File: src/irod_pkg.sv
// Package for the IR obstacle calibrating detector.
// Shared types, opcodes and controller command/status structs. No dependencies.
package irod_pkg;

    localparam int OP_BITS = 2;
    localparam int SAMPLE_BITS = 12;

    typedef enum logic [1:0] {
        OP_SAMPLE    = 2'd0,
        OP_START_CAL = 2'd1,
        OP_RESET_CAL = 2'd2,
        OP_SET_THR   = 2'd3
    } op_t;

    localparam logic [1:0] REG_DEF_THR  = 2'd0;
    localparam logic [1:0] REG_AUTO_CAL = 2'd1;
    localparam logic [1:0] REG_EXP_CAL  = 2'd2;
    localparam logic [1:0] REG_STAB_LIM = 2'd3;

    typedef enum logic [2:0] {
        ST_IDLE,
        ST_UPDATE,
        ST_STAT,
        ST_DIV,
        ST_OUT
    } state_t;

    typedef struct packed {
        logic update;     // apply the item to the state registers
        logic stat_clr;   // clear window accumulator
        logic stat_step;  // accumulate one history entry
        logic div_start;  // load divider
        logic div_step;   // one quotient bit
        logic out_load;   // load result register
    } ctrl_cmd_t;

    typedef struct packed {
        logic stat_done;
        logic div_done;
    } ctrl_sts_t;

endpackage

File: src/irod_ctrl.sv
// Controller state machine of the IR obstacle detector.
// Depends on irod_pkg.
module irod_ctrl (
    input  logic                aclk,
    input  logic                aresetn,
    input  logic                in_fire,
    input  logic                out_free,
    input  irod_pkg::ctrl_sts_t sts,
    output irod_pkg::ctrl_cmd_t cmd,
    output logic                busy
);

    irod_pkg::state_t state_reg, state_next;

    always_ff @(posedge aclk) begin
        if (!aresetn) begin
            state_reg <= irod_pkg::ST_IDLE;
        end else begin
            state_reg <= state_next;
        end
    end

    always_comb begin
        state_next = state_reg;
        cmd = '0;
        busy = 1'b1;
        unique case (state_reg)
            irod_pkg::ST_IDLE: begin
                busy = 1'b0;
                if (in_fire) begin
                    state_next = irod_pkg::ST_UPDATE;
                end
            end
            irod_pkg::ST_UPDATE: begin
                cmd.update = 1'b1;
                cmd.stat_clr = 1'b1;
                state_next = irod_pkg::ST_STAT;
            end
            irod_pkg::ST_STAT: begin
                cmd.stat_step = 1'b1;
                if (sts.stat_done) begin
                    cmd.div_start = 1'b1;
                    state_next = irod_pkg::ST_DIV;
                end
            end
            irod_pkg::ST_DIV: begin
                cmd.div_step = 1'b1;
                if (sts.div_done) begin
                    state_next = irod_pkg::ST_OUT;
                end
            end
            irod_pkg::ST_OUT: begin
                if (out_free) begin
                    cmd.out_load = 1'b1;
                    state_next = irod_pkg::ST_IDLE;
                end
            end
            default: state_next = irod_pkg::ST_IDLE;
        endcase
    end

endmodule

File: config.mk
export PLATFORM = sky130hd
export DESIGN_NAME = irod_ctrl
export DESIGN_NICKNAME = d
export VERILOG_FILES = /design/src/irod_pkg.sv /design/src/irod_ctrl.sv
export SDC_FILE = /design/constraint.sdc
export NUM_CORES = 1
export LEC_CHECK = 0
export ABC_AREA = 1
export BUFFER_PORTS_ARGS = -buffer_cell sky130_fd_sc_hd__buf_2
export CAP_MARGIN = 40
export CORE_AREA = 2 2 39 41
export DETAILED_ROUTE_END_ITERATION = 7
export DIE_AREA = 0 0 41 43
export GPL_TIMING_DRIVEN = 0
export PLACE_DENSITY = 0.44
export SETUP_SLACK_MARGIN = 0.5
export SYNTH_ARGS = -nofsm -noshare
export SYNTH_HDL_FRONTEND = slang
export SYNTH_SLANG_ARGS = --single-unit
File: constraint.sdc
create_clock -name aclk -period 1.34 [get_ports aclk]
set_input_delay 0.134 -clock aclk [delete_from_list [all_inputs] [get_ports aclk]]
set_output_delay 0.134 -clock aclk [all_outputs]
set_load 0.01 [all_outputs]
## Word-level counts from Yosys, hierarchy flattened

Cells that the tools add are included.

| cells by class | value |
|---|---|
| eq/ne operators | 8 |
| mux-type cells | 12 |
| reduce and logical (&&, ||, !) cells | 2 |

Operator list:

| kind | count |
|---|---|
| 3-bit case mux with 5 select lines | 1 |
| 3-bit two-way mux | 4 |
| 2-bit inequality test (second input constant) | 4 |
| 3-bit by 2-bit == test with 1-bit output (second input constant) | 2 |
| 1-bit two-way mux | 5 |
| 2-bit two-way mux | 2 |
| 4-bit AND reduction | 1 |
| 3-bit by 1-bit == test with 1-bit output (second input constant) | 1 |
| 3-bit == test (second input constant) | 1 |
| 3-bit zero test | 1 |

| word-level totals | value |
|---|---|
| flip-flop bits (word level) | 3 |
| input bits | 6 |

## Depth between registers and ports, before layout

| depth | value |
|---|---|
| depth in word-level cells | 3 |
| mapped depth | 8 |
| mapped depth without buffers | 7 |

## Worst setup path after synthesis

No wires, ideal clock.

| timing path | value |
|---|---|
| kind | register to register |
| start | register state_reg[1] |
| end | register state_reg[1] |
| library setup time | 0.114 ns |
| clock period less this slack | 1.046 ns |
| path buffers | 1 |
| cell stages (with the launch flop) | 9 |
| arrival time | 0.933 ns |
| setup slack | 0.294 ns |
| cells stage by stage | dfxtp_1 -> buf_6 -> nand2_2 -> nor2_2 -> nand2_2 -> nand2_2 -> nor2_2 -> nand2_1 -> a21oi_2 |

| between the ends | value |
|---|---|
| cells in the longest elaborated chain, start to end | 3 |

RTL lines:

| element | RTL line | source |
|---|---|---|
| start: declaration | irod_ctrl.sv:13 | `irod_pkg::state_t state_reg, state_next;` |
| start signal: assignment | irod_ctrl.sv:17 | `state_reg <= irod_pkg::ST_IDLE;` |
| start signal: assignment | irod_ctrl.sv:19 | `state_reg <= state_next;` |
| 3-bit by 2-bit == test with 1-bit output, or another cell as far along | irod_ctrl.sv:27 | `unique case (state_reg)` |
| 2-bit inequality test (no line) | - |  |
| 4-bit AND reduction (no line) | - |  |

Several ways; a longest one is shown, not always the timed one.
A chain may end at the register's enable or synchronous reset.

==> results.toml <==
[status]
status = "finished clean"

[layout]
antennaDiodeCount = 0
largest_reg_flops = 3
fin_cells = 74
finish.net_count = 65
syn_to_final_growth_pct = 84.4
stdcell_area_um2 = 429
drive_above_1_share_pct = 63.8

[sta]
finalCriticalPeriod_ns = 1.16
fin_tns_setup_ns = 0
setup-violations-final = 0
grt_setup_unrepaired = "true"
max_freq_mhz = 860
final_max_slew_viol_count = 0
finalHoldViolations = 0
relSlewSlack_pct = 88.4
fin_skew_ns = 0.00107
tightest_slew_ns = 0.172
post-route-period-util_pct = 86.8

[critical_path]
worstPathCellList = "nor2_4 -> nand2_2 -> nor2_2 -> buf_2"
worstRegToRegCells = 8
r2r_end = "state_reg[1]"
path_max_fanout = 5
crit_path_top_delay_cell = "dfxtp_4"
crit_start = "state_reg[0]"
reg2reg_from = "state_reg[0]"
reg2reg_slack_ns = 0.24
cp.required_ns = 1.21
arrival_ns = 1.03
path_class = "reg2out"
endpoint_kind = "primary output"
cp-start-kind = "flip-flop"
cp-endpoint = "cmd[2]"
critical_path.max_stage_delay_ns = 0.36

[cts]
root_buffer = "clkbuf_4"
clk_pin_slew_ns = 0.04
cts_buffers = 3
cts_tree = "done"
cts.path.max_buffers = 2
numClockSinks = 3
hold_buffers = 0
clock_latency_ns = 0.23
htreeDepth = 1

[synth]
synthTopCellsByArea = "dfxtp_1 (26%), inv_1 (15%), nand2_1 (11%)"
ys_top_cells_by_count = "inv_1 (9), nand2_1 (7)"
synth_fp_nets = 44
ys.flop_type = "dfxtp_1"
synth.avg_cell_area_um2 = 6.12
ys_seq_area_share_pct = 25.8
muxShareOfSynthArea_pct = 0
synth_xor_area_share_pct = 0
synth_fa_ha_area_share_pct = 0
async_reset_ff_share_pct = 0
syn_inst = 38
ys_ff_latch = 3
synth_top_area_share_pct = 25.8
synth_compound_area_share_pct = 10.2
yosys.area_share.simple_pct = 41.4
yosysMostFrequentCell = "inv_1"
syn_area_um2 = 233
synth.distinct_cells = 13
synth_top_family_by_area = "simple AND/OR/NAND/NOR gates"
synth_edf_count = 0
yosys_warnings = 0
synth_top_area_cell = "dfxtp_1"

[drt]
wl_per_cell_um = 7.51
via_count = 284
drt_iter0_markers = 2
dr.pass1.iters = 2
avgViaCountPerCell = 3.84
final_antenna_net_count = 0
drt_wl_total_um = 556
drc = 0

[place]
hpwl_um = 425
portBuffers = 12
place_area_um2 = 332
placed_cells = 66
gp_congestion = 0.688

[die]
num_rows = 14
io-pin-count = 13
die_y_um = 43
die_area_um2 = 1760
die_x_um = 41
start_util_pct = 16.8
core_area_um2 = 1380

[pwr]
total_leakage_power_nw = 0.238
p_per_area_nw_per_um2 = 1420
peakVddDrop_v = 0.000300

[global_routing]
grtUsageTotal_pct = 7.82
grt_overflow_total = 0
grt_pass1_wl_um = 876
antenna_found_initial = 0
grt_pass1_vias = 254
grt_max_degree = 9

[job]
max_cap_violations = 0

[min_path]
min_path_type = "in2reg"
==> stage by stage <==
stage | setup slack [ns] | hold WS, ns | utilization, % | power (mW)
finish | 0.177 | 0.181 | 31.0 | 0.610
global route | 0.109 | 0.191 | 31.0 | 0.660
CTS | 0.173 | 0.179 | 29.4 | 0.586
detailed placement | 0.280 | 0.421 | 24.0 | 0.377
global placement | 0.279 | 0.417 | 24.0 | 0.378
floorplan | 0.347 | 0.283 | - | 0.308
==> final cells by class <==
cell class	count	area [um2]
buffer	2	18.8
clock buffer	4	26.3
fill	163	955
inverter	9	36.3
multi-input combinational	24	156
sequential	3	68.8
tap	16	20.0
timing repair buffer	16	103
==> kinds of logic (layout without fill, tap and decap cells) <==
group | Yosys count | count (layout)
AO/OA/AOI/OAI | 4 | 4
buffers and inverters | 11 | 31
flip-flops | 3 | 3
AND/OR/NAND/NOR | 20 | 20
==> worst max-delay path: cells and delay by family (launching register included) <==
kind	cells	cell delay, ns
DFF	1	0.36
buffers and inverters	1	0.13
and+or+nand+nor	3	0.31
==> report_power, final <==
group / total, mW / leakage (nW) / internal [mW] / switching (mW)
logic: 0.322 / 0.197 / 0.161 / 0.162
clock network: 0.154 / 0.0150 / 0.111 / 0.0431
registers: 0.133 / 0.0264 / 0.111 / 0.0217
==> layout by cell type (no fill, tap or decap) <==
master    Yosys  routed
nor2_2        3       2
a21oi_2       1       1
a21oi_1       2       2
nor4_2        0       1
buf_2         0      10
o21ai_0       1       1
buf_6         1       3
inv_1         9       8
dfxtp_4       0       2
nor2_4        0       3
nand2_2       3       4
clkbuf_4      0       3
nand2_4       0       1
clkbuf_1      0       1
buf_4         1       5
dfxtp_2       0       1
nand2_1       7       5
inv_4         0       1
nand3_1       3       3
nor2_1        3       1
==> metal layers <==
| layer | wire (um) | vias up | track usage [%] | part of all wire [%] |
|---|---|---|---|---|
| li1 | - | 153 | - | - |
| met1 | 215 | 124 | 7.37 | 39 |
| met2 | 316 | 7 | 11.6 | 57 |
| met3 | 24 | 0 | 3.14 | 4.3 |
| met4 | 0 | 0 | 8.00 | 0 |
| met5 | 0 | - | 0 | 0 |
==> worst min-delay path by stage <==
stage             from      endpoint  slack [ns]  cells after the start
3_3_place_gp   aresetn  state_reg[1]        0.42                      3
3_5_place_dp   aresetn  state_reg[1]        0.42                      3
5_1_grt        aresetn  state_reg[1]        0.19                      3
4_1_cts        aresetn  state_reg[1]        0.18                      3
6_report       aresetn  state_reg[1]        0.18                      3
2_1_floorplan  aresetn  state_reg[1]        0.28                      2
==> repair_timing <==
item	4_1_cts	5_1_grt
gates resized for setup	10	3
cloned	0	0
endpoints found under the setup margin	10	10
setup buffers	2	2
pin swaps	5	5
No activity file was read; power rests on OpenSTA's default activity.
