$ cat src/irod_pkg.sv
// Package for the IR obstacle calibrating detector.
// Shared types, opcodes and controller command/status structs. No dependencies.
package irod_pkg;

    localparam int OP_BITS = 2;
    localparam int SAMPLE_BITS = 12;

    typedef enum logic [1:0] {
        OP_SAMPLE    = 2'd0,
        OP_START_CAL = 2'd1,
        OP_RESET_CAL = 2'd2,
        OP_SET_THR   = 2'd3
    } op_t;

    localparam logic [1:0] REG_DEF_THR  = 2'd0;
    localparam logic [1:0] REG_AUTO_CAL = 2'd1;
    localparam logic [1:0] REG_EXP_CAL  = 2'd2;
    localparam logic [1:0] REG_STAB_LIM = 2'd3;

    typedef enum logic [2:0] {
        ST_IDLE,
        ST_UPDATE,
        ST_STAT,
        ST_DIV,
        ST_OUT
    } state_t;

    typedef struct packed {
        logic update;     // apply the item to the state registers
        logic stat_clr;   // clear window accumulator
        logic stat_step;  // accumulate one history entry
        logic div_start;  // load divider
        logic div_step;   // one quotient bit
        logic out_load;   // load result register
    } ctrl_cmd_t;

    typedef struct packed {
        logic stat_done;
        logic div_done;
    } ctrl_sts_t;

endpackage

$ cat src/irod_datapath.sv
// Datapath of the IR obstacle detector: state registers, window statistics,
// restoring divider for distance. Depends on irod_pkg.
module irod_datapath #(
    parameter int WINDOW_LEN  = 5
) (
    input  logic                   aclk,
    input  logic                   aresetn,
    input  logic                   cfg_we,
    input  logic [1:0]             cfg_addr,
    input  logic [15:0]            cfg_wdata,
    input  logic                   in_fire,
    input  logic [1:0]             in_op,
    input  logic [11:0]            in_value,
    input  irod_pkg::ctrl_cmd_t    cmd,
    output irod_pkg::ctrl_sts_t    sts,
    output logic [47:0]            result
);

    localparam int SB   = irod_pkg::SAMPLE_BITS;
    localparam int PB   = (WINDOW_LEN > 1) ? $clog2(WINDOW_LEN) : 1;
    localparam int SUMW = SB + $clog2(WINDOW_LEN + 1);
    localparam int SQW  = 2 * SB + $clog2(WINDOW_LEN + 1);
    localparam int CMPW = SQW + 8;
    localparam int QB   = 15;
    localparam logic [SB-1:0] SMAX = {SB{1'b1}};
    localparam logic [PB-1:0] PLAST = PB'(WINDOW_LEN - 1);

    // configuration
    logic [11:0] def_thr_reg;
    logic [7:0]  auto_cal_reg;
    logic [9:0]  exp_cal_reg;
    logic [15:0] stab_lim_reg;

    always_ff @(posedge aclk) begin
        if (!aresetn) begin
            def_thr_reg  <= 12'd500;
            auto_cal_reg <= 8'd100;
            exp_cal_reg  <= 10'd200;
            stab_lim_reg <= 16'd100;
        end else if (cfg_we) begin
            case (cfg_addr)
                irod_pkg::REG_DEF_THR:  def_thr_reg  <= cfg_wdata[11:0];
                irod_pkg::REG_AUTO_CAL: auto_cal_reg <= cfg_wdata[7:0];
                irod_pkg::REG_EXP_CAL:  exp_cal_reg  <= cfg_wdata[9:0];
                default:                stab_lim_reg <= cfg_wdata;
            endcase
        end
    end

    // captured item
    logic [1:0]    op_reg;
    logic [SB-1:0] val_reg;
    always_ff @(posedge aclk) begin
        if (in_fire) begin
            op_reg  <= in_op;
            val_reg <= in_value[SB-1:0];
        end
    end

    // block state
    logic [SB-1:0] thr_reg, last_reg, min_reg, max_reg;
    logic          cal_reg, run_reg, obs_reg;
    logic [7:0]    auto_reg;
    logic [9:0]    runc_reg;
    logic [SB-1:0] hist_reg [WINDOW_LEN];
    logic [PB-1:0] pos_reg;

    logic [SB-1:0] mn, mx, spn;
    logic [9:0]    rc1;
    logic [7:0]    ac1;
    logic [SB+2:0] four_d;
    logic [SB+18:0] fifth_prod;
    logic [SB-1:0] fifth;

    // floor(x/5) as (x * 52429) >> 18, exact for x below 2^16
    always_comb begin
        mn = (val_reg < min_reg) ? val_reg : min_reg;
        mx = (val_reg > max_reg) ? val_reg : max_reg;
        spn = mx - mn;
        four_d = {1'b0, spn, 2'b00};
        fifth_prod = (SB+19)'(four_d) * (SB+19)'(16'd52429);
        fifth = fifth_prod[18 +: SB];
        rc1 = runc_reg + 10'd1;
        ac1 = (auto_reg == 8'd255) ? auto_reg : auto_reg + 8'd1;
    end

    always_ff @(posedge aclk) begin
        if (!aresetn) begin
            thr_reg  <= SB'(12'd500);
            last_reg <= '0;
            min_reg  <= SMAX;
            max_reg  <= '0;
            cal_reg  <= 1'b0;
            run_reg  <= 1'b0;
            obs_reg  <= 1'b0;
            auto_reg <= '0;
            runc_reg <= '0;
            pos_reg  <= '0;
            for (int i = 0; i < WINDOW_LEN; i++) hist_reg[i] <= '0;
        end else if (cmd.update) begin
            unique case (op_reg)
                irod_pkg::OP_SAMPLE: begin
                    last_reg <= val_reg;
                    hist_reg[pos_reg] <= val_reg;
                    pos_reg <= (pos_reg == PLAST) ? '0 : pos_reg + PB'(1);
                    if (run_reg) begin
                        min_reg <= mn;
                        max_reg <= mx;
                        runc_reg <= rc1;
                        if (rc1 >= exp_cal_reg || rc1 == 10'd0) begin
                            thr_reg <= mn + fifth;
                            cal_reg <= 1'b1;
                            run_reg <= 1'b0;
                        end
                    end else begin
                        if (!cal_reg) begin
                            min_reg <= mn;
                            max_reg <= mx;
                            auto_reg <= ac1;
                            if (ac1 >= auto_cal_reg) cal_reg <= 1'b1;
                        end
                        obs_reg <= val_reg > thr_reg;
                    end
                end
                irod_pkg::OP_START_CAL: begin
                    min_reg <= SMAX;
                    max_reg <= '0;
                    cal_reg <= 1'b0;
                    run_reg <= 1'b1;
                    runc_reg <= '0;
                end
                irod_pkg::OP_RESET_CAL: begin
                    min_reg <= SMAX;
                    max_reg <= '0;
                    cal_reg <= 1'b0;
                    thr_reg <= def_thr_reg[SB-1:0];
                    run_reg <= 1'b0;
                    runc_reg <= '0;
                end
                default: thr_reg <= val_reg;
            endcase
        end
    end

    // window statistics, one entry per cycle
    logic [PB-1:0]   sidx_reg;
    logic [SUMW-1:0] sum_reg, sum_fin;
    logic [SQW-1:0]  sq_reg, sq_fin;
    logic [2*SB-1:0] sqr;
    assign sqr = hist_reg[sidx_reg] * hist_reg[sidx_reg];
    // sums including the entry read this cycle
    assign sum_fin = sum_reg + SUMW'(hist_reg[sidx_reg]);
    assign sq_fin  = sq_reg + SQW'(sqr);

    always_ff @(posedge aclk) begin
        if (cmd.stat_clr) begin
            sidx_reg <= '0;
            sum_reg  <= '0;
            sq_reg   <= '0;
        end else if (cmd.stat_step) begin
            sidx_reg <= (sidx_reg == PLAST) ? sidx_reg : sidx_reg + PB'(1);
            sum_reg  <= sum_fin;
            sq_reg   <= sq_fin;
        end
    end
    assign sts.stat_done = cmd.stat_step && (sidx_reg == PLAST);

    // stable compare, registered in two steps via divide phase
    logic [CMPW-1:0] wsq_reg, s2_reg, lim_reg;
    logic            stable_reg;
    logic [CMPW-1:0] var_w;
    always_ff @(posedge aclk) begin
        if (cmd.div_start) begin
            wsq_reg <= CMPW'(sq_fin) * CMPW'(WINDOW_LEN);
            s2_reg  <= CMPW'(sum_fin) * CMPW'(sum_fin);
            lim_reg <= CMPW'(stab_lim_reg) * CMPW'(WINDOW_LEN * WINDOW_LEN);
        end
    end
    assign var_w = wsq_reg - s2_reg;
    always_ff @(posedge aclk) begin
        if (cmd.div_step) stable_reg <= var_w < lim_reg;
    end

    // distance: floor(25600*(max-s)/(max-min)), restoring divider
    logic          dvalid;
    logic [SB-1:0] dnum, dden;
    assign dvalid = cal_reg && (max_reg > min_reg);
    assign dnum = max_reg - last_reg;
    assign dden = max_reg - min_reg;

    localparam int NUMW = SB + QB;
    logic [NUMW-1:0] num_reg;
    logic [SB:0]     rem_reg;
    logic [QB-1:0]   q_reg;
    logic [SB-1:0]   den_reg;
    logic [4:0]      cnt_reg;
    logic [1:0]      dmode_reg; // 0 zero, 1 full, 2 divide
    logic [SB:0]     rsh, rsub;

    assign rsh  = {rem_reg[SB-1:0], num_reg[NUMW-1]};
    assign rsub = rsh - {1'b0, den_reg};

    always_ff @(posedge aclk) begin
        if (cmd.div_start) begin
            num_reg <= NUMW'(dnum) * NUMW'(25600);
            rem_reg <= '0;
            q_reg   <= '0;
            den_reg <= dden;
            cnt_reg <= 5'(NUMW - 1);
            if (!dvalid || last_reg >= max_reg) dmode_reg <= 2'd0;
            else if (last_reg <= min_reg)       dmode_reg <= 2'd1;
            else                                dmode_reg <= 2'd2;
        end else if (cmd.div_step) begin
            num_reg <= num_reg << 1;
            cnt_reg <= cnt_reg - 5'd1;
            if (!rsub[SB]) begin
                rem_reg <= rsub;
                q_reg   <= {q_reg[QB-2:0], 1'b1};
            end else begin
                rem_reg <= rsh;
                q_reg   <= {q_reg[QB-2:0], 1'b0};
            end
        end
    end
    assign sts.div_done = cmd.div_step && (cnt_reg == 5'd0);

    logic [QB-1:0] dist_q;
    always_comb begin
        case (dmode_reg)
            2'd0:    dist_q = '0;
            2'd1:    dist_q = 15'd25600;
            default: dist_q = q_reg;
        endcase
    end

    // stable is sampled on each divide step from the registered compare; holds till output
    assign result = {4'b0, stable_reg, dvalid, dist_q, 12'(thr_reg), run_reg, cal_reg,
                     12'(last_reg), obs_reg};

endmodule

$ cat config.mk
export PLATFORM = sky130hd
export DESIGN_NAME = irod_datapath
export DESIGN_NICKNAME = d
export VERILOG_FILES = /design/src/irod_pkg.sv /design/src/irod_datapath.sv
export SDC_FILE = /design/constraint.sdc
export NUM_CORES = 2
export LEC_CHECK = 0
export CAP_MARGIN = 20
export CORE_ASPECT_RATIO = 0.75
export CORE_MARGIN = 2
export CORE_UTILIZATION = 50
export DETAILED_ROUTE_END_ITERATION = 8
export DONT_BUFFER_PORTS = 1
export PLACE_DENSITY = 0.7
export SYNTH_ARGS = -nofsm -noshare
export SYNTH_HDL_FRONTEND = slang
export SYNTH_SLANG_ARGS = --single-unit
$ cat constraint.sdc
create_clock -name aclk -period 12 [get_ports aclk]
set_input_delay 2.4 -clock aclk [delete_from_list [all_inputs] [get_ports aclk]]
set_output_delay 2.4 -clock aclk [all_outputs]
set_load 0.01 [all_outputs]
[Word-level counts from Yosys, hierarchy flattened]
Memory sizes are Yosys's and may differ from the RTL's. A register that Yosys moved wholly into a read port is not among the register bits.
Cells that the tools add are included.
Widths: inputs -> output; s select.
Storage, ports and cells
  memories kept: 1
  logic and storage cells: 144
  flip-flop bits (word level): 322
  bits in writable memories: 60
  ROM bits: 0
  bits in latches: 0
  input bits: 42
  output and inout bits: 50
Memories
  hist_reg: depth 5, width 12, read ports 1, clocked after Yosys merged registers in 1, wr ports 5, RTL line irod_datapath.sv:65  | logic [SB-1:0] hist_reg [WINDOW_LEN];
Operators by class
  shifts and indexed selects: 0
  reduce and logical (&&, ||, !) cells: 30
  divide/modulo/power cells: 0
  eq/ne operators: 12
  multiply operators: 6
  add/sub/neg operators: 13
  muxes and demuxes: 39
  bitwise operators: 5
  $lt $le $gt $ge: 9
Operator list (count)
  $mux 12: 10
  $mux 27: 2
  $pmux 12 s2: 2
  $gt 12x12->1: 3
  $pmux 12 s3: 1
  $sub 12x12->12: 3
  $lt 35x21->1: 1
  $sub 30x30->31: 1
  $mul 15x15->30: 1
  $mul 27x3->30 const B: 1
  $pmux 15 s2: 1
  $mul 12x16->28 const B: 1
  $add 27x24->27: 1
  $mul 12x12->24: 1
  $mul 16x5->21 const B: 1
  $pmux 10 s2: 1
  $mul 12x5->17 const B: 1
  $add 15x12->15: 1
  $reduce_and 2->1: 7
  $mux 1: 13
  $sub 13x12->13: 1
  $add 12x12->12: 1
  $ge 12x12->1: 1
  $le 12x12->1: 1
  other kinds (33): 57

[Longest topological paths before layout]
  depth in word-level cells: 8
  gate-level depth with buffers: 47
  gate-level depth less buffers: 45

[Least setup slack after synthesis]
No wires, ideal clock.
  path type: register to register
  start point: register val_reg[5]
  end point: register thr_reg[11]
  library setup time: 116 ps
  path buffers: 2
  path slack: 1318 ps
  stages on the path, launching flop included: 47
  arrival: 10566 ps
  data required time: 11884 ps
  clock period less this slack: 10682 ps
  cell sequence: edfxtp_1 ha_1 a211oi_2 o211ai_1 a21o_1 a21oi_4 buf_6 clkbuf_1 nand2_1 o21ai_0 inv_1 ha_1 or3b_2 mux2_2 o221ai_4 o311ai_4 o21ai_0 a21oi_1 [11 not listed] o311a_1 or4_1 a31oi_1 nor2b_1 o21ai_0 nor2b_1 nor2b_1 nor2_1 xnor2_1 ha_1 a21o_1 a21o_1 o21ai_0 a31oi_1 nor4_1 a311oi_1 xor2_1 a41o_1
Between the ends
  longest elaborated chain between the ends: 8
  elaborated cells on any way between the ends: 10
  those cells by class: 2 x add/sub; 1 x mul; 2 x order compare; 5 x mux
Ends and longest elaborated chain
  start: declaration: RTL line irod_datapath.sv:52  | logic [SB-1:0] val_reg;
  start signal: assignment: RTL line irod_datapath.sv:56  | val_reg <= in_value[SB-1:0];
  $gt 12x12->1 / $lt 12x12->1 (equally long branches): RTL line irod_datapath.sv:78, irod_datapath.sv:77
  $mux 12 (on tied branches): RTL line irod_datapath.sv:78, irod_datapath.sv:77
  $sub 12x12->12: RTL line irod_datapath.sv:79  | spn = mx - mn;
  $mul 12x16->28: RTL line irod_datapath.sv:81  | fifth_prod = (SB+19)'(four_d) * (SB+19)'(16'd52429);
  $add 12x12->12 *: RTL line irod_datapath.sv:111  | thr_reg <= mn + fifth;
  $mux 12 *: RTL line irod_datapath.sv:110  | if (rc1 >= exp_cal_reg || rc1 == 10'd0) begin
  $mux 12 *: RTL line irod_datapath.sv:106  | if (run_reg) begin
  $pmux 12 s3 *: RTL line irod_datapath.sv:101  | unique case (op_reg)
  end signal: assignment: RTL line irod_datapath.sv:111
  end signal: assignment: RTL line irod_datapath.sv:136  | thr_reg <= def_thr_reg[SB-1:0];
  end signal: assignment: RTL line irod_datapath.sv:140  | default: thr_reg <= val_reg;
  end: declaration: RTL line irod_datapath.sv:61  | logic [SB-1:0] thr_reg, last_reg, min_reg, max_reg;
Mark *: on every way between the ends. The rest lies on a longest branch, timed or not. The select of a mux whose other input is x is not followed.
A chain may end at the register's enable or synchronous reset.

[Final worst setup path]
  start point: register val_reg[4]
  end point: register thr_reg[11]
The elaborated chain is that of the path after synthesis.

==> flow_summary.ini <==
[placement]
dp_hpwl_mm = 72.1
gp_congestion = 0.907
dp.cells = 5108
port_buffers = 0
dpl_cell_area_sq_um = 40700

[sta]
grt_setup_unrepaired = no
finalCritPeriodShare = 0.939
max_slew_margin = 0.284
finalSetupViolations = 0
setup_tns_ps = 0
finalMaxSlewViolations = 0
holdWs_ps = 464
hold_viol = 0
timing.fmax_mhz = 88.8
clock-skew-final_ps = 21.6
worst_slew_pin_slew_ps = 1040
fin_crit_ps = 11260

[detailed_routing]
vias_per_cell = 5.40
drc = 0
drt-wirelength-per-cell_um = 17.6
drt_wl_total_mm = 91.6
vias = 28200
drtIter0Drc = 2275
ant_nets = 0
dr.pass1.iters = 8

[worst_setup_path]
critPathCaptureType = flop
crit_type = reg -> reg
crit_family = adder cells
cp.arrival_ps = 11740
cp-start-kind = flop
cp_slowest_cell = edfxtp_1
worstPathMaxFanout = 11
required_ps = 12480
max_stage_delay_ps = 610
crit_path_frequent_cell = ha_1
crit_buf_inv = 3

[clock_network]
clockBufferDepth = 3
clk_pin_slew_ps = 60
clk_latency_ps = 600
cts_buffers = 45
cts_tree = yes
hold_buffers = 0
clockRootBuffer = clkbuf_16
cts_sinks = 420
htreeDepth = 2

[layout]
final_cell_mix = 636 x inv_1, 559 x ha_1, 392 x nor2_1
area_growth_pct = 7.78
stdcell_count = 5214
regArea_sq_um = 10600
multi_input_area_sq_um = 25900
final_area_sq_um = 42400
num-nets-final = 5031
num-fill-cells = 6907
largest_reg_flops = 96
final_common_cell = inv_1
drive_gt1_frac = 0.0586

[floorplanning]
placeableCoreArea_sq_um = 78300
fp-row-count = 89
die_y_um = 247
die_w_um = 328
die_area_sq_um = 81000
initial_utilization = 0.503
ios = 92

[yosys]
ys_ff_latch = 420
ys_warn_count = 0
synth.distinct_cells = 97
avgSynthCellArea_sq_um = 9.59
synth_cells = 4107
synth_area_sq_um = 39400
ys.flop_type = edfxtp_1
synth_seq_area_share = 0.270
async_reset_ff_frac = 0
synth_edf_count = 222

[job]
cap_violations = 0

[global_route]
grt_pass1_wl_mm = 149
grt_pass1_vias = 27800
overflow = 0
use_met2 = 0.332
gr-max-usage-layer = met1
grt_max_degree = 147
antenna_found_initial = 4
grt_usage = 0.231
use_met3 = 0.0608
grt_use_met1 = 0.346

[min_path]
min_path_type = reg -> reg

[status]
outcome = finished clean
## stage by stage
step | util | worst slack [ps]
6_report | 0.542 | 737
5_1_grt | 0.542 | 4.95
4_1_cts | 0.540 | 492
3_5_place_dp | 0.520 | 574
3_3_place_gp | 0.520 | 636
2_1_floorplan | - | 1320
## layout make-up
type                    instances  share of cell area
diodes                          4            0.000236
clock buffers                  53              0.0297
clock inverters                31             0.00708
inverters                     643              0.0569
multi-input cells            2941               0.611
flip-flops and latches        420               0.251
well taps                    1046              0.0308
repair buffers                 76              0.0141
## cell families after synthesis
logic type / share of synthesized area
other: 0.0000952
buffers and inverters: 0.0726
AOI/OAI and AO/OA: 0.110
and+or+nand+nor: 0.122
adders and majority gates: 0.332
DFF: 0.270
xor gates and xnor gates: 0.0489
muxes: 0.0445
## metal layers
metal  vias to the layer above  share of wire
met5                         -              0
met4                         0          0.016
met3                        89          0.093
met2                       854           0.40
met1                     13300           0.49
li1                      13900              -
## Yosys cell counts (35+ instances only)
library cell | count | area [sq um]
inv_1 | 637 | 2390
ha_1 | 559 | 6990
nor2_1 | 392 | 1470
fa_1 | 303 | 6070
nand2_1 | 303 | 1140
edfxtp_1 | 222 | 6670
a21oi_1 | 213 | 1070
dfxtp_1 | 198 | 3960
xnor2_1 | 149 | 1310
o21ai_0 | 121 | 606
mux2i_1 | 93 | 931
clkbuf_1 | 79 | 297
and2_1 | 78 | 488
a21o_1 | 69 | 518
xor2_1 | 67 | 587
nand3_1 | 44 | 220
nor3_1 | 44 | 220
nor2b_1 | 39 | 244
nand2b_1 | 38 | 238
o21bai_1 | 35 | 263
## final timing paths
check | start | to | slack (ps) | depth (start not counted)
max reg2reg | val_reg[4]$_DFFE_PP_ | thr_reg[11]$_SDFFE_PN0P_ | 740 | 43
min | exp_cal_reg[2]$_SDFFE_PN0P_ | exp_cal_reg[2]$_SDFFE_PN0P_ | 460 | 2
min reg2reg | exp_cal_reg[2]$_SDFFE_PN0P_ | exp_cal_reg[2]$_SDFFE_PN0P_ | 460 | 2
max | val_reg[4]$_DFFE_PP_ | thr_reg[11]$_SDFFE_PN0P_ | 740 | 43
## worst reg2reg max path: cells and delay by family, from the launching register on
family	cells	cell delay (ps)
xor gates and xnor gates	3	560
adders and majority gates	9	3850
DFF	1	610
buffers and inverters	3	260
AOI/OAI and AO/OA	17	3470
and+or+nand+nor	10	2090
muxes	1	310
## timing repair
action,CTS,global route
setup buffers,0,18
gates resized for setup,0,4
setup endpoints to repair,0,3
Power is left out: the tool's default activity adds up to more than one toggle a clock period on the data nets, which glitch-free logic cannot reach.
